File: src/hw/rtl/can_id_activity_table_assert.svh
// Assertion macros used by the CAN identifier activity table RTL.
`ifndef CAN_ID_ACTIVITY_TABLE_ASSERT_SVH
`define CAN_ID_ACTIVITY_TABLE_ASSERT_SVH
`ifndef NO_ASSERTIONS
`define CIDAT_ASSERT(lbl, clk, rst_n, prop) \
  lbl: assert property (@(posedge clk) disable iff (!rst_n) (prop)) \
    else $error("cidat assertion failed");
`define CIDAT_ASSERT_NEXT(lbl, clk, rst_n, ante, cons) \
  lbl: assert property (@(posedge clk) disable iff (!rst_n) (ante) |=> (cons)) \
    else $error("cidat sequence assertion failed");
`else
`define CIDAT_ASSERT(lbl, clk, rst_n, prop)
`define CIDAT_ASSERT_NEXT(lbl, clk, rst_n, ante, cons)
`endif
`endif

File: src/hw/rtl/cidat_ram.sv
// Generic single write port, single read port RAM with registered read data.
module cidat_ram #(
  parameter int WIDTH = 8,
  parameter int DEPTH = 16,
  localparam int AW = (DEPTH > 1) ? $clog2(DEPTH) : 1
) (
  input  logic             clk,
  input  logic             wr_en,
  input  logic [AW-1:0]    wr_addr,
  input  logic [WIDTH-1:0] wr_data,
  input  logic [AW-1:0]    rd_addr,
  output logic [WIDTH-1:0] rd_data
);

  logic [WIDTH-1:0] mem [DEPTH];
  logic [WIDTH-1:0] rd_data_r;

  always_ff @(posedge clk) begin
    if (wr_en) begin
      mem[wr_addr] <= wr_data;
    end
    rd_data_r <= mem[rd_addr];
  end

  assign rd_data = rd_data_r;

endmodule

File: config.mk
export PLATFORM = sky130hd
export DESIGN_NAME = cidat_ram
export DESIGN_NICKNAME = d
export VERILOG_FILES = /design/src/hw/rtl/can_id_activity_table_assert.svh /design/src/hw/rtl/cidat_ram.sv
export SDC_FILE = /design/constraint.sdc
export NUM_CORES = 1
export LEC_CHECK = 0
export ABC_AREA = 1
export BUFFER_PORTS_ARGS = -buffer_cell sky130_fd_sc_hd__buf_2
export CAP_MARGIN = 30
export CORE_ASPECT_RATIO = 1.1
export CORE_MARGIN = 5
export CORE_UTILIZATION = 60
export CTS_CLUSTER_SIZE = 16
export DETAILED_ROUTE_END_ITERATION = 7
export PLACE_DENSITY = 0.83
export SLEW_MARGIN = 0
export SYNTH_ARGS = -nofsm -noshare
export SYNTH_HDL_FRONTEND = slang
export SYNTH_SLANG_ARGS = --single-unit
File: constraint.sdc
create_clock -name clk -period 1.75 [get_ports clk]
set_clock_uncertainty 0.1 [all_clocks]
set_input_delay 0.4375 -clock clk [delete_from_list [all_inputs] [get_ports clk]]
set_output_delay 0.4375 -clock clk [all_outputs]
set_load 0.005 [all_outputs]
==> summary.log <==
INFO  detailed_routing avgRoutedWirePerCell=17.2um
INFO  final_layout   most_common_library_cell_in_the_layout_ignoring_fill_and_taps=sky130_fd_sc_hd__nand2_1
INFO  synth          post_synth_num_cell_types=12
INFO  synth          synth.net_count=569
INFO  critical_path  critical_path_at=1.06ns
INFO  floorplan      floorplan.die.width=103um
INFO  detailed_routing antenna_violating_nets_post_route=0
INFO  grt            via_count_of_the_first_global_routing_pass=3905
INFO  run            number_of_max_capacitance_violations_reported=0
INFO  critical_path  worst-setup-path-type=flip-flop to output pin
INFO  timing         hold_slack=0.149ns
INFO  final_layout   sequential_cell_area=0.00400sqmm
INFO  grt            number_of_antenna_violations_at_the_first_check_in_global_routing=0
INFO  detailed_routing detail_route.drc_violations=0
INFO  min_path       whs_path_cells=3
INFO  final_layout   post_route_cells_drive_above_1_share=12.2%
INFO  clock_network  tritoncts_clock_tree=done
INFO  critical_path  r2r_end=rd_data[0]
INFO  critical_path  r2r_start=mem[7][0]
INFO  min_path       hold_class=input port to flip-flop
INFO  timing         setup_slack=0.156ns
INFO  critical_path  cp_slowest_stage_delay=0.39ns
INFO  final_layout   multiInputGateArea=0.00121sqmm
INFO  pwr            vdd_ir_drop_max=0.000757V
INFO  clock_network  number_of_h_tree_levels=4
INFO  critical_path  critPathMaxFanout=1
INFO  floorplan      rows=37
INFO  place          preCtsSetupSlack=0.0946ns
INFO  outcome        outcome=completed
INFO  critical_path  path_depth=1
INFO  timing         max-slew-margin-rel=62.2%
INFO  clock_network  clock_sinks=136
INFO  grt            grt_usage=23.1%
INFO  min_path       holdCritStartpoint=rd_addr[3]
INFO  pwr            power_density=1100mW/mm^2
INFO  place          gp_congestion=0.831
INFO  detailed_routing drt-total-wl=12.5mm
INFO  clock_network  post_cts_setup_bufs=0
INFO  critical_path  setup.worst_path.end_class=output pin
INFO  timing         worst_slew_pin_slew=0.567ns
INFO  synth          synth-warning-count=0
INFO  floorplan      die_y=113um
INFO  timing         max_clock_freq=0.627GHz
INFO  final_layout   nets=612
INFO  critical_path  r2r_setup_slack=0.59ns
INFO  critical_path  cpMaxStageDelayCell=sky130_fd_sc_hd__dfxtp_1
INFO  detailed_routing route.vias.total=3949
INFO  clock_network  ctsLongestPathBuffers=2
INFO  clock_network  clkLatencyLatePin=0.53ns
INFO  final_layout   antenna_cells=0
INFO  detailed_routing post_drt_via_cell_ratio=5.45
INFO  timing         grt_setup_unrepaired=no
INFO  synth          yosys_register_bits=136
INFO  critical_path  startpoint_type=flip-flop
INFO  timing         final_setup_violation_count=0
INFO  clock_network  ctsResizeCount=0
INFO  synth          synthesis.instances=551
INFO  clock_network  clkTransAtPathRegs=0.06ns
INFO  timing         timing.setup.tns=0ns
INFO  floorplan      floorplan.die_area=0.0117sqmm
INFO  final_layout   top_library_cells_by_usage_in_the_layout_fill_and_taps_aside=173 x sky130_fd_sc_hd__nand2_1, 128 x sky130_fd_sc_hd__edfxtp_1, 100 x sky130_fd_sc_hd__inv_1, 97 x sky130_fd_sc_hd__nand3_1, 25 x sky130_fd_sc_hd__buf_2
INFO  timing         final.min_clock_period=1.59ns
INFO  clock_network  number_of_buffers_inserted_during_clock_tree_synthesis=17
INFO  critical_path  worst-r2r-cell-count=6
INFO  pwr            leakage=2.91nW
INFO  critical_path  path_buf_inv=1
INFO  grt            grt_pass1_wl=19.5mm
INFO  pwr            tot_pwr=0.00730W
INFO  critical_path  cp.required=1.21ns
INFO  place          hpwl=7.64mm
INFO  floorplan      coreArea=0.00940sqmm
INFO  synth          postSynthAreaPerCell=10.5squm
INFO  critical_path  critical_path.cell_chain=buf_2
INFO  timing         maxSlewViolCount=0
INFO  grt            grt_start_max_net_pins=65
INFO  min_path       worstHoldEndpoint=rd_data[5]
INFO  floorplan      initial_utilization=61.4%
INFO  timing         final.period_utilization=91.1%
INFO  final_layout   num-fill-cells=599
INFO  detailed_routing drt_pre_antenna_iters=6
INFO  synth          syn_area=0.00577sqmm
INFO  critical_path  top_delay_family_on_crit_path=flip-flops
INFO  detailed_routing dr.first_iter.drc_count=436
INFO  grt            overflow=0
INFO  synth          sequential_fraction_of_the_synthesis_area=69.4%
INFO  place          io_buffer_count=25
INFO  clock_network  cts_root_buf=sky130_fd_sc_hd__clkbuf_8
INFO  timing         timing_hold_violations_final=0
INFO  final_layout   area_delta_synth_final=14.9%
INFO  floorplan      io_pins=26
INFO  clock_network  postCtsHoldBufs=0
-- stage by stage --
| stage | util [%] | instances | instance area (sq um) |
|---|---|---|---|
| final | 70.5 | 724 | 6630 |
| after global routing | 70.5 | 724 | 6630 |
| after floorplan | - | 551 | 5770 |
| after CTS | 70.5 | 724 | 6630 |
| after global placement | 64.9 | 692 | 6090 |
| after detailed placement | 64.9 | 692 | 6090 |
-- routing by layer --
metal | global-route usage [%] | share of wire [%] | vias up | routed length (um)
met2 | 37.9 | 51 | 205 | 6360
met5 | 0 | 0 | - | 0
li1 | - | - | 1859 | -
met4 | 11.2 | 3.9 | 0 | 487
met3 | 6.29 | 8.5 | 40 | 1060
met1 | 27.9 | 37 | 1845 | 4570
-- how the worst max path moves through the flow --
stage                from         end  slack (ns)
2_1_floorplan  wr_addr[2]  mem[10][0]        0.26
3_3_place_gp   rd_addr[2]  rd_data[5]        0.16
3_5_place_dp   rd_addr[0]  rd_data[0]        0.09
4_1_cts        rd_data[1]  rd_data[1]        0.14
5_1_grt        rd_data[1]  rd_data[1]        0.14
6_report       rd_data[1]  rd_data[1]        0.16
-- final cells by class --
class / count / area share, %
clock buffers: 28 / 7.33
flip-flops and latches: 136 / 60.4
inverters: 102 / 5.78
clock inverters: 4 / 0.680
repair buffers: 48 / 5.25
multi-input cells: 289 / 18.3
well taps: 117 / 2.21
-- registers in the layout, summed over array words and instances, names as in the netlist --
register / cells
rd_data: 8
mem: 128
-- worst min-delay path, cell delays in order --
cell	delay, ns
sky130_fd_sc_hd__buf_2	0.16
sky130_fd_sc_hd__nand3_1	0.09
sky130_fd_sc_hd__nand2_1	0.04
-- cells in the mapped netlist, drive strengths merged --
library cell / n / area [sq um]
nor2: 17 / 63.8
nand3: 97 / 485
nand2: 173 / 649
dfxtp: 8 / 160
inv: 102 / 383
edfxtp: 128 / 3840
buf: 24 / 166
nand3b: 2 / 15.0
-- cell families after synthesis --
family | count (synthesis) | synth area share (%)
buf+inv | 126 | 9.52
flops | 136 | 69.4
simple gates | 289 | 21.0
-- report_power, final --
part | total, W | internal, W | switching, W
logic | 0.000451 | 0.000142 | 0.000309
registers | 0.00367 | 0.00364 | 0.0000230
clock network | 0.00319 | 0.00199 | 0.00120
total | 0.00730 | 0.00578 | 0.00153
Power figures use the tool's default switching activity.
