File: config.mk
export PLATFORM = sky130hd
export DESIGN_NAME = cidat_ctrl
export DESIGN_NICKNAME = d
export VERILOG_FILES = /design/src/hw/rtl/cidat_pkg.sv /design/src/hw/rtl/cidat_ctrl.sv
export VERILOG_INCLUDE_DIRS = /design/src /design/src/hw/rtl
export SDC_FILE = /design/constraint.sdc
export NUM_CORES = 1
export LEC_CHECK = 0
export BUFFER_PORTS_ARGS = -buffer_cell sky130_fd_sc_hd__clkbuf_2
export CORE_AREA = 2 2 187 189
export CTS_CLUSTER_SIZE = 40
export DETAILED_ROUTE_END_ITERATION = 10
export DIE_AREA = 0 0 189 191
export GPL_TIMING_DRIVEN = 0
export PLACE_DENSITY = 0.66
export SYNTH_ARGS = -nofsm -noshare
export SYNTH_HDL_FRONTEND = slang
export SYNTH_SLANG_ARGS = --single-unit
export TNS_END_PERCENT = 20
File: constraint.sdc
create_clock -name clk -period 10.6 [get_ports clk]
set_input_delay 1.06 -clock clk [delete_from_list [all_inputs] [get_ports clk]]
set_output_delay 1.06 -clock clk [all_outputs]
set_load 0.005 [all_outputs]
File: src/hw/rtl/can_id_activity_table_assert.svh
// Assertion macros used by the CAN identifier activity table RTL.
`ifndef CAN_ID_ACTIVITY_TABLE_ASSERT_SVH
`define CAN_ID_ACTIVITY_TABLE_ASSERT_SVH
`ifndef NO_ASSERTIONS
`define CIDAT_ASSERT(lbl, clk, rst_n, prop) \
  lbl: assert property (@(posedge clk) disable iff (!rst_n) (prop)) \
    else $error("cidat assertion failed");
`define CIDAT_ASSERT_NEXT(lbl, clk, rst_n, ante, cons) \
  lbl: assert property (@(posedge clk) disable iff (!rst_n) (ante) |=> (cons)) \
    else $error("cidat sequence assertion failed");
`else
`define CIDAT_ASSERT(lbl, clk, rst_n, prop)
`define CIDAT_ASSERT_NEXT(lbl, clk, rst_n, ante, cons)
`endif
`endif

File: src/hw/rtl/cidat_pkg.sv
// Types, codes and helpers for the CAN identifier activity table.
package cidat_pkg;

  localparam int MAX_PAYLOAD = 8;

  typedef enum logic [1:0] {
    CMD_RECV   = 2'd0,
    CMD_LOOKUP = 2'd1,
    CMD_CLEAR  = 2'd2
  } cmd_t;

  typedef enum logic [2:0] {
    STS_UPDATED  = 3'd0,
    STS_INSERTED = 3'd1,
    STS_FULL     = 3'd2,
    STS_LENGTH   = 3'd3,
    STS_HIT      = 3'd4,
    STS_MISS     = 3'd5,
    STS_CLEARED  = 3'd6
  } status_t;

  typedef enum logic [1:0] {
    ST_IDLE,
    ST_SEARCH,
    ST_DONE
  } fsm_t;

  typedef struct packed {
    logic [28:0] key;
    logic [31:0] count;
    logic [3:0]  len;
    logic [63:0] bytes;
  } entry_t;

  typedef struct packed {
    cmd_t        cmd;
    logic [28:0] can_id;
    logic [3:0]  data_len;
    logic [63:0] payload;
  } req_t;

  typedef struct packed {
    status_t     status;
    logic [31:0] hit_count;
    logic [3:0]  stored_len;
    logic [63:0] stored_data;
    logic [6:0]  entries_used;
  } res_t;

  function automatic logic [63:0] byte_mask(input logic [3:0] len);
    logic [63:0] m;
    m = '0;
    for (int b = 0; b < 8; b++) begin
      m[b*8 +: 8] = (len > 4'(b)) ? 8'hFF : 8'h00;
    end
    return m;
  endfunction

endpackage

File: src/hw/rtl/cidat_ctrl.sv
// Sequencer: linear table search through the RAM read port, entry update and result build.
`include "can_id_activity_table_assert.svh"
module cidat_ctrl import cidat_pkg::*; #(
  parameter int MAX_ENTRIES = 64,
  localparam int AW = (MAX_ENTRIES > 1) ? $clog2(MAX_ENTRIES) : 1,
  localparam int CW = $clog2(MAX_ENTRIES + 1)
) (
  input  logic          clk,
  input  logic          rst_n,
  input  logic          req_valid,
  output logic          req_ready,
  input  req_t          req,
  output logic          res_valid,
  input  logic          res_ready,
  output res_t          res,
  output logic          ram_we,
  output logic [AW-1:0] ram_waddr,
  output entry_t        ram_wdata,
  output logic [AW-1:0] ram_raddr,
  input  entry_t        ram_rdata
);

  fsm_t        state_r, state_nxt;
  cmd_t        cmd_r, cmd_nxt;
  logic [28:0] key_r, key_nxt;
  logic [3:0]  len_r, len_nxt;
  logic [63:0] data_r, data_nxt;
  logic [CW-1:0] scan_r, scan_nxt;
  logic        pend_r, pend_nxt;
  logic [AW-1:0] paddr_r, paddr_nxt;
  logic [CW-1:0] used_r, used_nxt;
  status_t     status_r, status_nxt;
  logic [31:0] hcnt_r, hcnt_nxt;
  logic [3:0]  slen_r, slen_nxt;
  logic [63:0] sdata_r, sdata_nxt;

  logic        issue;
  logic        match;
  logic [63:0] wmask;
  logic [CW+6:0] used_ext;

  always_ff @(posedge clk) begin
    if (!rst_n) begin
      state_r <= ST_IDLE;
      used_r  <= '0;
      pend_r  <= 1'b0;
    end else begin
      state_r <= state_nxt;
      used_r  <= used_nxt;
      pend_r  <= pend_nxt;
    end
  end

  always_ff @(posedge clk) begin
    cmd_r    <= cmd_nxt;
    key_r    <= key_nxt;
    len_r    <= len_nxt;
    data_r   <= data_nxt;
    scan_r   <= scan_nxt;
    paddr_r  <= paddr_nxt;
    status_r <= status_nxt;
    hcnt_r   <= hcnt_nxt;
    slen_r   <= slen_nxt;
    sdata_r  <= sdata_nxt;
  end

  assign issue = (scan_r < used_r);
  assign match = pend_r && (ram_rdata.key == key_r);
  assign wmask = byte_mask(len_r);

  always_comb begin
    state_nxt  = state_r;
    cmd_nxt    = cmd_r;
    key_nxt    = key_r;
    len_nxt    = len_r;
    data_nxt   = data_r;
    scan_nxt   = scan_r;
    pend_nxt   = 1'b0;
    paddr_nxt  = paddr_r;
    used_nxt   = used_r;
    status_nxt = status_r;
    hcnt_nxt   = hcnt_r;
    slen_nxt   = slen_r;
    sdata_nxt  = sdata_r;
    req_ready  = 1'b0;
    res_valid  = 1'b0;
    ram_we     = 1'b0;
    ram_waddr  = paddr_r;
    ram_wdata  = '0;
    ram_raddr  = scan_r[AW-1:0];

    case (state_r)
      ST_IDLE: begin
        req_ready = 1'b1;
        if (req_valid) begin
          cmd_nxt   = req.cmd;
          key_nxt   = req.can_id;
          len_nxt   = req.data_len;
          data_nxt  = req.payload;
          scan_nxt  = '0;
          hcnt_nxt  = '0;
          slen_nxt  = '0;
          sdata_nxt = '0;
          case (req.cmd)
            CMD_RECV: begin
              if (req.data_len > 4'(MAX_PAYLOAD)) begin
                status_nxt = STS_LENGTH;
                state_nxt  = ST_DONE;
              end else begin
                state_nxt = ST_SEARCH;
              end
            end
            CMD_LOOKUP: state_nxt = ST_SEARCH;
            CMD_CLEAR: begin
              used_nxt   = '0;
              status_nxt = STS_CLEARED;
              state_nxt  = ST_DONE;
            end
            default: state_nxt = ST_IDLE;
          endcase
        end
      end

      ST_SEARCH: begin
        pend_nxt  = issue;
        paddr_nxt = scan_r[AW-1:0];
        scan_nxt  = scan_r + CW'(1);
        if (match) begin
          pend_nxt  = 1'b0;
          state_nxt = ST_DONE;
          if (cmd_r == CMD_RECV) begin
            ram_we          = 1'b1;
            ram_waddr       = paddr_r;
            ram_wdata.key   = key_r;
            ram_wdata.count = ram_rdata.count + 32'd1;
            ram_wdata.len   = len_r;
            ram_wdata.bytes = (ram_rdata.bytes & ~wmask) | (data_r & wmask);
            status_nxt      = STS_UPDATED;
          end else begin
            status_nxt = STS_HIT;
            hcnt_nxt   = ram_rdata.count;
            slen_nxt   = ram_rdata.len;
            sdata_nxt  = ram_rdata.bytes & byte_mask(ram_rdata.len);
          end
        end else if (!issue) begin
          state_nxt = ST_DONE;
          if (cmd_r == CMD_RECV) begin
            if (used_r < CW'(MAX_ENTRIES)) begin
              ram_we          = 1'b1;
              ram_waddr       = used_r[AW-1:0];
              ram_wdata.key   = key_r;
              ram_wdata.count = 32'd1;
              ram_wdata.len   = len_r;
              ram_wdata.bytes = data_r & wmask;
              used_nxt        = used_r + CW'(1);
              status_nxt      = STS_INSERTED;
            end else begin
              status_nxt = STS_FULL;
            end
          end else begin
            status_nxt = STS_MISS;
          end
        end
      end

      ST_DONE: begin
        res_valid = 1'b1;
        if (res_ready) begin
          state_nxt = ST_IDLE;
        end
      end

      default: state_nxt = ST_IDLE;
    endcase
  end

  assign used_ext          = {7'd0, used_r};
  assign res.status        = status_r;
  assign res.hit_count     = hcnt_r;
  assign res.stored_len    = slen_r;
  assign res.stored_data   = sdata_r;
  assign res.entries_used  = used_ext[6:0];

  `CIDAT_ASSERT(a_used_bound, clk, rst_n, used_r <= CW'(MAX_ENTRIES))
  `CIDAT_ASSERT(a_pend_in_table, clk, rst_n, !pend_r || (CW'(paddr_r) < used_r))
  `CIDAT_ASSERT(a_we_in_search, clk, rst_n, !ram_we || (state_r == ST_SEARCH))
  `CIDAT_ASSERT_NEXT(a_done_release, clk, rst_n, (state_r == ST_DONE) && res_ready, state_r == ST_IDLE)

endmodule

==> results of run 1 <==
-- sequential cells by signal, indices dropped and copies added (netlist names) --
name / count
data_r: 64
slen_r: 4
state_r: 2
len_r: 4
pend_r: 1
key_r: 29
status_r: 3
cmd_r: 2
paddr_r: 6
hcnt_r: 32
scan_r: 7
used_r: 7
sdata_r: 64
-- cell type report --
type                    count  area, sq um
diodes                      1         2.50
plain buffers              48          231
clock buffers              31          699
clock inverters            17          130
fillers                  3316        19600
inverters                  15         58.8
multi-input cells         622         3660
flip-flops and latches    225         6660
well taps                 455          569
repair buffers            490         2550
-- kinds of logic after synthesis --
family                   after synthesis  share of synthesized area
AND/OR/NAND/NOR                      428                      0.212
buffers and inverters                 63                     0.0272
multiplexers                           7                    0.00744
adder cells (fa/ha/maj)                9                     0.0106
flip-flops                           225                      0.629
XOR/XNOR                              62                     0.0513
AO/OA/AOI/OAI                        116                     0.0630
-- placed cells by master, fill, tap and decap left out, types with 4 or more instances in the layout --
master / count
edfxtp_1: 215
buf_4: 6
mux2_2: 7
clkbuf_1: 23
clkinv_1: 5
buf_2: 17
xnor2_1: 37
and2_1: 93
clkbuf_16: 26
o21ai_0: 7
nand3b_1: 9
nand2_1: 93
xor2_1: 25
nor4_1: 4
ha_1: 9
and3_1: 21
and4_1: 5
nor2_1: 56
clkbuf_2: 485
inv_1: 13
nand4_1: 24
nor3_1: 4
clkinv_2: 7
dfxtp_1: 10
nor2b_1: 37
a21oi_1: 81
nand3_1: 71
-- per-stage QoR --
stage	setup TNS [ns]	worst slack, ns
after CTS	0	5.25
final	0	5.26
after global placement	-389.20	-3.90
after global routing	0	5.12
after floorplan	0	0.807
after detailed placement	0	5.25
-- per-layer routing --
| metal | GRT usage | up-vias | routed length (microns) |
|---|---|---|---|
| met5 | 0 | - | 0 |
| met4 | 0.0757 | 0 | 1380 |
| met3 | 0.0477 | 82 | 3300 |
| met2 | 0.330 | 487 | 17800 |
| met1 | 0.231 | 4356 | 14100 |
| li1 | - | 4305 | - |
-- critical path, delay by kind of cell --
family	cells	cell delay (ns)
buf+inv	4	1.04
simple gates	3	0.99
compound gates	2	0.86
xor+xnor	1	0.32
-- path summary, 6_finish.rpt --
kind	start	to	slack, ns	cells past startpoint
max	ram_rdata[122]	ram_wdata[60]	5.26	10
min	used_r[6]$_SDFFE_PN0P_	used_r[6]$_SDFFE_PN0P_	0.51	2
max reg2reg	key_r[22]$_DFFE_PP_	sdata_r[28]$_SDFFCE_PN0P_	6.94	9
min reg2reg	used_r[6]$_SDFFE_PN0P_	used_r[6]$_SDFFE_PN0P_	0.51	2
-- power groups by stage --
stage,logic [mW],clock network (mW),registers (mW)
finish,0.270,0.868,1.09
global route,0.296,0.928,1.10
CTS,0.272,0.890,1.09
detailed placement,0.271,0,1.11
global placement,0.254,0,1.13
floorplan,0.112,0,1.12
==> impl_metrics.sql, run 1 <==
INSERT INTO impl_metrics (metric_group, metric, value, unit) VALUES
('yosys', 'synthesized_area_per_cell', '11.6', 'sq um'),
('power', 'p_total', '2.23', 'mW'),
('yosys', 'synth-seq-cells', '225', ''),
('die', 'die_h', '191', 'microns'),
('die', 'core.rowCount', '68', ''),
('power', 'power_frac_clock', '0.389', ''),
('grt', 'grt_pass1_vias', '9090', ''),
('timing', 'timing.hold.ws', '0.510', 'ns'),
('placement', 'port-buffer-count', '485', ''),
('grt', 'grt.overflow.total', '0', ''),
('power', 'worst_vdd_rail_ir_drop', '136', 'uV'),
('worst_hold_path', 'hold_path.class', 'flop to flop', ''),
('clock_network', 'root_driver', 'clkbuf_16', ''),
('timing', 'worst_pin_slew', '1.26', 'ns'),
('yosys', 'synthesis.yosys.warnings', '0', ''),
('clock_network', 'cts.sink_count', '225', ''),
('timing', 'finalSetupViolations', '0', ''),
('yosys', 'synth_most_common_cell', 'edfxtp_1', ''),
('power', 'p_comb_frac', '0.121', ''),
('timing', 'fin_crit_sh', '0.504', ''),
('yosys', 'mappedNetlistNets', '1151', ''),
('detailed_routing', 'via_count', '9230', ''),
('placement', 'dp_hpwl', '28900', 'microns'),
('detailed_routing', 'firstDrtPassIters', '5', ''),
('clock_network', 'cts_tree', 'yes', ''),
('clock_network', 'tritoncts.num_buffers', '26', ''),
('die', 'core_area', '34100', 'sq um'),
('detailed_routing', 'detail_route.drc_violations', '0', ''),
('yosys', 'cell_types_occupying_the_most_area_after_synthesis', 'edfxtp_1 (61%), and2_1 (5.5%), a21oi_1 (3.8%)', ''),
('power', 'p_seq_frac', '0.489', ''),
('placement', 'post-place-cells', '1855', ''),
('detailed_routing', 'wirelength_per_cell', '19.2', 'microns'),
('die', 'floorplan.initialDensity', '0.310', ''),
('job', 'max_cap_violations', '0', ''),
('finish', 'final_layout_size_suffix_gt1_frac', '0.396', ''),
('detailed_routing', 'postRouteAntennaNets', '0', ''),
('clock_network', 'ctsLongestPathBuffers', '3', ''),
('power', 'power.leakage', '6.18', 'nW'),
('die', 'ios', '486', ''),
('yosys', 'post_synth_num_cell_types', '49', ''),
('finish', 'area.growth.synth_to_final', '37.4', '%'),
('timing', 'rsz0062_at_grt', 'false', ''),
('yosys', 'post_synth_inst_count', '910', ''),
('clock_network', 'post_cts_buffers', '0', ''),
('yosys', 'synth_area', '10600', 'sq um'),
('outcome', 'run_status', 'finished clean', ''),
('yosys', 'synth_flop_cell', 'edfxtp_1', ''),
('detailed_routing', 'drtIter0Drc', '563', ''),
('clock_network', 'ctsHoldBuffers', '0', ''),
('placement', 'globalplace.congestion', '0.897', ''),
('critical_path', 'cp_cell_sequence', 'clkbuf_2, xnor2_1, nand4_1, nor4_1, nand2_1, a21boi_2, buf_2, buf_6, a21oi_1, clkbuf_2', ''),
('timing', 'finalWorstPathRequiredPeriod', '5.34', 'ns'),
('die', 'total_die_area', '36100', 'sq um'),
('detailed_routing', 'route.final.wire_length', '36600', 'microns'),
('clock_network', 'cts.reportedPaths.clkPinSlew', '0.06', 'ns'),
('critical_path', 'critPathMaxStageDelay', '0.76', 'ns'),
('finish', 'fin_cells', '1904', ''),
('yosys', 'seq_area_frac_synth', '0.629', ''),
('critical_path', 'critPathArrivalTime', '4.28', 'ns'),
('yosys', 'synthDominantAreaCellType', 'edfxtp_1', ''),
('detailed_routing', 'vias_per_cell', '4.85', ''),
('die', 'die-width', '189', 'microns'),
('critical_path', 'critical_path.max_fanout', '10', ''),
('timing', 'finalMaxSlewViolations', '0', ''),
('finish', 'layout.nets', '1669', ''),
('timing', 'achievable_frequency', '187', 'MHz'),
('critical_path', 'timing_worst_setup_path_type', 'input pin to output port', ''),
('critical_path', 'cp_data_required_time', '9.54', 'ns'),
('power', 'internal_power', '1.67', 'mW'),
('placement', 'dpl_cell_area', '13700', 'sq um'),
('clock_network', 'cts_repair_resize_count', '0', '');
No activity file was read; power rests on OpenSTA's default activity.
==> inputs of run 2 (changes only) <==
--- a/config.mk
+++ b/config.mk
@@ -7,10 +7,10 @@
 export NUM_CORES = 1
 export LEC_CHECK = 0
 export BUFFER_PORTS_ARGS = -buffer_cell sky130_fd_sc_hd__clkbuf_2
-export CORE_AREA = 2 2 187 189
+export CORE_AREA = 2 2 191 193
 export CTS_CLUSTER_SIZE = 40
 export DETAILED_ROUTE_END_ITERATION = 10
-export DIE_AREA = 0 0 189 191
+export DIE_AREA = 0 0 193 195
 export GPL_TIMING_DRIVEN = 0
 export PLACE_DENSITY = 0.66
 export SYNTH_ARGS = -nofsm -noshare
==> constraint.sdc (replaced) <==
create_clock -name clk -period 4.65 [get_ports clk]
set_input_delay 0.465 -clock clk [delete_from_list [all_inputs] [get_ports clk]]
set_output_delay 0.465 -clock clk [all_outputs]
set_load 0.005 [all_outputs]
==> run 2 against run 1 <==
Effect of this change:
- sequential share of layout area is 0.20 points higher
- clock skew decreased by 0.0087 ns
- critical endpoint is now ram_wdata[59]
- die area is 4.3% higher
- largest cell class unchanged
- via count fell by 1.2%
- clock-buffer cell count grew 6
==> impl_metrics.sql, run 2 (synthesized netlist as in run 1, its figures left out) <==
INSERT INTO impl_metrics (metric_group, metric, value, unit) VALUES
('timing', 'achievable_frequency', '234', 'MHz'),
('placement', 'globalplace.congestion', '0.899', ''),
('grt', 'grt_first_pass_wirelength', '53300', 'microns'),
('critical_path', 'worstRegToRegCells', '8', ''),
('timing', 'fin_crit_sh', '0.920', ''),
('die', 'core.rowCount', '69', ''),
('die', 'die-width', '193', 'microns'),
('outcome', 'run_status', 'finished clean', ''),
('finish', 'layout.nets', '1669', ''),
('placement', 'place_ws', '0.334', 'ns'),
('critical_path', 'critPathMaxStageDelay', '0.52', 'ns'),
('grt', 'grt_pass1_vias', '8981', ''),
('finish', 'sequential_cell_area', '6660', 'sq um'),
('worst_hold_path', 'min_path_cells', '1', ''),
('die', 'floorplan.initialDensity', '0.299', ''),
('critical_path', 'cell_class_contributing_the_biggest_share_of_worst_path_delay', 'compound AO/OA/AOI/OAI gates', ''),
('clock_network', 'cts.sink_count', '225', ''),
('finish', 'top_regs', 'data_r (64), sdata_r (64), hcnt_r (32)', ''),
('detailed_routing', 'wirelength_per_cell', '19.5', 'microns'),
('finish', 'final_common_cell', 'clkbuf_2', ''),
('detailed_routing', 'firstDrtPassIters', '5', ''),
('die', 'ios', '486', ''),
('critical_path', 'timing_worst_setup_path_type', 'flop to output port', ''),
('timing', 'rsz0062_at_grt', 'false', ''),
('critical_path', 'crit_path_top_delay_cell', 'buf_2', ''),
('job', 'max_cap_violations', '0', ''),
('clock_network', 'clk_latency', '0.55', 'ns'),
('grt', 'grt.overflow.total', '0', ''),
('finish', 'final_layout_fill_cell_count', '3452', ''),
('clock_network', 'root_driver', 'clkbuf_16', ''),
('timing', 'final.setup.worst_slack', '0.371', 'ns'),
('timing', 'worst_pin_slew', '0.948', 'ns'),
('grt', 'grt_antenna_before_repair', '1', ''),
('grt', 'grt_max_degree', '64', ''),
('clock_network', 'tritoncts.num_buffers', '26', ''),
('critical_path', 'rr_endpoint', 'sdata_r[21]$_SDFFCE_PN0P_', ''),
('detailed_routing', 'drtIter0Drc', '468', ''),
('finish', 'count_of_inserted_antenna_diode_cells', '0', ''),
('critical_path', 'startpoint', 'used_r[2]$_SDFFE_PN0P_', ''),
('placement', 'port-buffer-count', '485', ''),
('clock_network', 'ctsLongestPathBuffers', '3', ''),
('critical_path', 'cp_num_buf_inv', '4', ''),
('detailed_routing', 'via_count', '9119', ''),
('timing', 'finalWorstPathRequiredPeriod', '4.28', 'ns'),
('finish', 'final_layout_size_suffix_gt1_frac', '0.389', ''),
('grt', 'track_usage', '0.189', ''),
('critical_path', 'setup.worst_path.end_class', 'output port', ''),
('finish', 'multi_input_comb_area', '3660', 'sq um'),
('placement', 'dp_hpwl', '29400', 'microns'),
('die', 'total_die_area', '37600', 'sq um'),
('clock_network', 'ctsHoldBuffers', '0', ''),
('detailed_routing', 'detail_route.drc_violations', '0', ''),
('power', 'power.leakage', '6.15', 'nW'),
('critical_path', 'cp_data_required_time', '4.18', 'ns'),
('die', 'die_h', '195', 'microns'),
('timing', 'finalMaxSlewViolations', '0', ''),
('clock_network', 'clock_tree.htree_level_count', '1', ''),
('die', 'core_area', '35400', 'sq um'),
('critical_path', 'critical_path.max_fanout', '10', ''),
('finish', 'mostFrequentLayoutCells', 'clkbuf_2 (485), edfxtp_1 (215), nand2_1 (93), and2_1 (93), a21oi_1 (81)', ''),
('critical_path', 'cp_cell_sequence', 'inv_1, ha_1, a21oi_1, o21ai_0, a211oi_1, nor2_2, a21boi_4, buf_2, buf_6, a21oi_1, clkbuf_2', ''),
('critical_path', 'worst_setup_path_start_kind', 'flop', ''),
('clock_network', 'cts_tree', 'yes', ''),
('timing', 'timing.hold.ws', '0.0836', 'ns'),
('critical_path', 'worst_setup_path_endpoint', 'ram_wdata[59]', ''),
('clock_network', 'cts.reportedPaths.clkPinSlew', '0.07', 'ns'),
('power', 'power_density', '346', 'nW/um^2'),
('timing', 'setup_total_negative_slack', '0', 'ns'),
('critical_path', 'cpMostUsedCell', 'a21oi_1', ''),
('timing', 'finalSetupViolations', '0', ''),
('power', 'p_total', '5.01', 'mW'),
('timing', 'hold_viol', '0', ''),
('detailed_routing', 'route.final.wire_length', '37200', 'microns'),
('critical_path', 'beginning_of_the_worst_register_to_register_path', 'key_r[22]$_DFFE_PP_', ''),
('power', 'worst_vdd_rail_ir_drop', '334', 'uV'),
('timing', 'fin_worst_skew', '0.0255', 'ns'),
('timing', 'timing.slew.headroom', '0.366', ''),
('finish', 'area.growth.synth_to_final', '36.9', '%'),
('worst_hold_path', 'hold_path.class', 'input pin to flop', ''),
('critical_path', 'reg2reg_slack', '0.91', 'ns'),
('critical_path', 'path_depth', '11', ''),
('detailed_routing', 'postRouteAntennaNets', '0', ''),
('critical_path', 'critPathArrivalTime', '3.81', 'ns'),
('detailed_routing', 'vias_per_cell', '4.78', '');
-- run 2: power breakdown --
part,internal [mW],total (mW),switching [mW]
Clock,1.11,1.92,0.806
Combinational,0.250,0.608,0.359
Sequential,2.42,2.49,0.0671
Total,3.78,5.01,1.23
-- run 2: layout make-up --
class	count	area share
sequential	225	0.459
inverter	15	0.00406
multi-input combinational	622	0.253
clock inverter	8	0.00484
tap	461	0.0398
buffer	48	0.0160
timing repair buffer	490	0.174
clock buffer	37	0.0491
-- run 2: stage by stage --
step                area [sq um]  utilization  cells
floorplan                  10600            -    910
finish                     14500        0.409   1906
detailed placement         13700        0.387   1860
CTS                        14500        0.409   1906
global placement           13600        0.384   1856
global route               14500        0.409   1906
-- run 2: worst min-delay path by stage --
stage                           startpoint                endpoint  slack, ns
finish                             req[36]    data_r[36]$_DFFE_PP_       0.08
global route                       req[62]    data_r[62]$_DFFE_PP_       0.06
CTS                                req[62]    data_r[62]$_DFFE_PP_       0.06
detailed placement  used_r[6]$_SDFFE_PN0P_  used_r[6]$_SDFFE_PN0P_       0.50
global placement    used_r[6]$_SDFFE_PN0P_  used_r[6]$_SDFFE_PN0P_       0.50
floorplan           used_r[6]$_SDFFE_PN0P_  used_r[6]$_SDFFE_PN0P_       0.49
-- run 2: what timing repair did --
action,in CTS,in global routing
setup endpoints to repair,1,10
pin swaps,1,0
resized for setup,0,1
buffers inserted,1,0
cloned,0,0
-- run 2: layer usage --
layer	vias to the layer above	global-route usage	routed length [microns]
met5	-	0	0
met4	0	0.0533	746
met3	49	0.0359	2760
met2	425	0.335	18900
met1	4349	0.232	14800
li1	4296	-	-
==> inputs of run 3 (changes only) <==
--- a/config.mk
+++ b/config.mk
@@ -7,10 +7,10 @@
 export NUM_CORES = 1
 export LEC_CHECK = 0
 export BUFFER_PORTS_ARGS = -buffer_cell sky130_fd_sc_hd__clkbuf_2
-export CORE_AREA = 2 2 191 193
+export CORE_AREA = 2 2 187 189
 export CTS_CLUSTER_SIZE = 40
 export DETAILED_ROUTE_END_ITERATION = 10
-export DIE_AREA = 0 0 193 195
+export DIE_AREA = 0 0 189 191
 export GPL_TIMING_DRIVEN = 0
 export PLACE_DENSITY = 0.66
 export SYNTH_ARGS = -nofsm -noshare
==> constraint.sdc (replaced) <==
create_clock -name clk -period 5 [get_ports clk]
set_input_delay 0.5 -clock clk [delete_from_list [all_inputs] [get_ports clk]]
set_output_delay 0.5 -clock clk [all_outputs]
set_load 0.005 [all_outputs]
==> run 3 against run 2 <==
Effect of this change:
- wire length increased by 2.3%
- largest power group unchanged
- critical path depth decreased by 2
- clock power decreased by 6%
- hold slack improved by 0.039 ns
==> impl_metrics.sql, run 3 (synthesized netlist as in run 1, its figures left out) <==
INSERT INTO impl_metrics (metric_group, metric, value, unit) VALUES
('power', 'p_comb_frac', '0.122', ''),
('power', 'p_seq_frac', '0.493', ''),
('die', 'die_h', '191', 'microns'),
('timing', 'rsz0062_at_grt', 'false', ''),
('grt', 'grt_antenna_before_repair', '1', ''),
('clock_network', 'clk_latency', '0.55', 'ns'),
('critical_path', 'cp_cell_sequence', 'xnor2_1, nand4_1, nor4_2, nand4_1, a21boi_2, buf_2, buf_6, a21oi_1, clkbuf_2', ''),
('grt', 'grt_pass1_vias', '8905', ''),
('clock_network', 'cts_tree', 'yes', ''),
('clock_network', 'clock_tree.htree_level_count', '1', ''),
('timing', 'fin_worst_skew', '0.0122', 'ns'),
('finish', 'layout.nets', '1670', ''),
('detailed_routing', 'firstDrtPassIters', '5', ''),
('placement', 'port-buffer-count', '485', ''),
('grt', 'grt_max_degree', '68', ''),
('worst_hold_path', 'min_path_cells', '1', ''),
('detailed_routing', 'via_count', '9262', ''),
('detailed_routing', 'postRouteAntennaNets', '0', ''),
('placement', 'globalplace.congestion', '0.948', ''),
('die', 'floorplan.initialDensity', '0.310', ''),
('detailed_routing', 'vias_per_cell', '4.85', ''),
('timing', 'fin_crit_sh', '0.876', ''),
('clock_network', 'root_driver', 'clkbuf_16', ''),
('worst_hold_path', 'worst_hold_startpoint', 'req[6]', ''),
('critical_path', 'rr_endpoint', 'sdata_r[57]$_SDFFCE_PN0P_', ''),
('critical_path', 'cp_data_required_time', '4.50', 'ns'),
('clock_network', 'cts.sink_count', '225', ''),
('die', 'core.rowCount', '68', ''),
('die', 'core_area', '34100', 'sq um'),
('power', 'total_switching_power', '1.19', 'mW'),
('timing', 'finalWorstPathRequiredPeriod', '4.38', 'ns'),
('detailed_routing', 'drtIter0Drc', '577', ''),
('finish', 'top_regs', 'data_r (64), sdata_r (64), hcnt_r (32)', ''),
('clock_network', 'cts_repair_resize_count', '0', ''),
('clock_network', 'tritoncts.num_buffers', '27', ''),
('timing', 'finalMaxSlewViolations', '0', ''),
('critical_path', 'beginning_of_the_worst_register_to_register_path', 'key_r[22]$_DFFE_PP_', ''),
('timing', 'final.setup.worst_slack', '0.621', 'ns'),
('placement', 'place_ws', '0.913', 'ns'),
('timing', 'achievable_frequency', '228', 'MHz'),
('clock_network', 'post_cts_buffers', '0', ''),
('critical_path', 'setup.worst_path.end_class', 'output port', ''),
('critical_path', 'worstRegToRegCells', '7', ''),
('worst_hold_path', 'min_delay_worst_endpoint', 'data_r[6]$_DFFE_PP_', ''),
('die', 'total_die_area', '36100', 'sq um'),
('critical_path', 'worst_setup_path_start_kind', 'flop', ''),
('timing', 'finalSetupViolations', '0', ''),
('power', 'worst_vdd_rail_ir_drop', '267', 'uV'),
('detailed_routing', 'route.final.wire_length', '38100', 'microns'),
('outcome', 'run_status', 'finished clean', ''),
('power', 'sw_frac_of_total', '0.253', ''),
('power', 'power_density', '324', 'nW/um^2'),
('finish', 'final_layout_size_suffix_gt1_frac', '0.391', ''),
('timing', 'timing.hold.ws', '0.123', 'ns'),
('grt', 'grt_first_pass_wirelength', '54000', 'microns'),
('critical_path', 'timing_worst_setup_path_type', 'flop to output port', ''),
('grt', 'grt.overflow.total', '0', ''),
('finish', 'area.growth.synth_to_final', '36.9', '%'),
('worst_hold_path', 'hold_path.class', 'input pin to flop', ''),
('detailed_routing', 'detail_route.drc_violations', '0', ''),
('critical_path', 'reg2reg_slack', '1.58', 'ns'),
('timing', 'worst_pin_slew', '0.929', 'ns'),
('critical_path', 'cpMostUsedCell', 'nand4_1', ''),
('placement', 'dp_hpwl', '29900', 'microns'),
('critical_path', 'critPathArrivalTime', '3.88', 'ns'),
('finish', 'mostFrequentLayoutCells', 'clkbuf_2 (485), edfxtp_1 (215), nand2_1 (93), and2_1 (93), a21oi_1 (81)', ''),
('power', 'power_frac_clock', '0.385', ''),
('power', 'power.leakage', '6.15', 'nW'),
('clock_network', 'ctsLongestPathBuffers', '3', ''),
('detailed_routing', 'wirelength_per_cell', '20.0', 'microns'),
('timing', 'hold_viol', '0', ''),
('die', 'die-width', '189', 'microns'),
('critical_path', 'crit_path_top_delay_cell', 'nand4_1', ''),
('grt', 'track_usage', '0.199', ''),
('power', 'internal_power', '3.50', 'mW'),
('clock_network', 'cts.reportedPaths.clkPinSlew', '0.06', 'ns'),
('finish', 'final_common_cell', 'clkbuf_2', ''),
('clock_network', 'ctsHoldBuffers', '0', ''),
('die', 'ios', '486', ''),
('job', 'max_cap_violations', '0', ''),
('critical_path', 'critical_path.max_fanout', '10', ''),
('timing', 'timing.slew.headroom', '0.375', ''),
('critical_path', 'critPathMaxStageDelay', '0.61', 'ns');
## run 3: changes by cell type in the layout (fill, tap and decap cells not counted), sizes merged
cell      previous run  this run
diode                0         4
clkinv               8        11
bufinv               1         0
clkinvlp             0         1
inv                 14        15
## run 3: cell type report
| class | count | area (sq um) |
|---|---|---|
| Clock inverter | 12 | 63.8 |
| Multi-Input combinational cell | 622 | 3660 |
| Tap cell | 455 | 569 |
| Timing Repair Buffer | 490 | 2520 |
| Buffer | 48 | 231 |
| Inverter | 15 | 58.8 |
| Antenna cell | 4 | 10.0 |
| Fill cell | 3334 | 19600 |
| Sequential cell | 225 | 6660 |
| Clock buffer | 37 | 733 |
## run 3: metal layers
layer	track usage	part of all wire	wire, microns
met2	0.340	0.48	18500
met5	0	0	0
met1	0.240	0.39	14800
met4	0.0901	0.042	1590
met3	0.0448	0.086	3260
## run 3: through the flow
stage	power [mW]	cells	cell area (sq um)	setup TNS (ns)	utilization
finish	4.69	1908	14500	0	0.425
global route	4.86	1905	14500	0	0.425
CTS	4.73	1904	14500	0	0.425
detailed placement	2.93	1855	13700	0	0.401
global placement	2.91	1850	13600	-173.46	0.398
floorplan	2.59	910	10600	0	-
## run 3: worst max-delay path by stage
stage,startpoint,to,slack (ns),depth (start not counted)
final,key_r[26]$_DFFE_PP_,ram_wdata[58],0.62,9
after floorplan,ram_rdata[111],hcnt_r[0]$_SDFFCE_PN0P_,0.39,6
after detailed placement,ram_rdata[126],ram_wdata[58],0.91,10
after CTS,key_r[26]$_DFFE_PP_,ram_wdata[58],0.52,9
after global routing,used_r[2]$_SDFFE_PN0P_,ram_wdata[58],0.36,11
after global placement,ram_rdata[127],sdata_r[57]$_SDFFCE_PN0P_,-1.74,7
## run 3: critical path: cells and delay by family, from the launching register on
family                 cells  cell delay (ns)
flip-flops                 1             0.40
AO/OA/AOI/OAI              2             0.72
buffers and inverters      3             0.70
XOR/XNOR                   1             0.32
AND/OR/NAND/NOR            3             1.18
## run 3: power groups by stage
stage | combinational [mW] | sequential (mW) | clock (mW)
2_1_floorplan | 0.237 | 2.36 | 0
3_3_place_gp | 0.544 | 2.37 | 0
3_5_place_dp | 0.576 | 2.35 | 0
4_1_cts | 0.579 | 2.31 | 1.84
5_1_grt | 0.627 | 2.33 | 1.91
6_report | 0.573 | 2.31 | 1.80
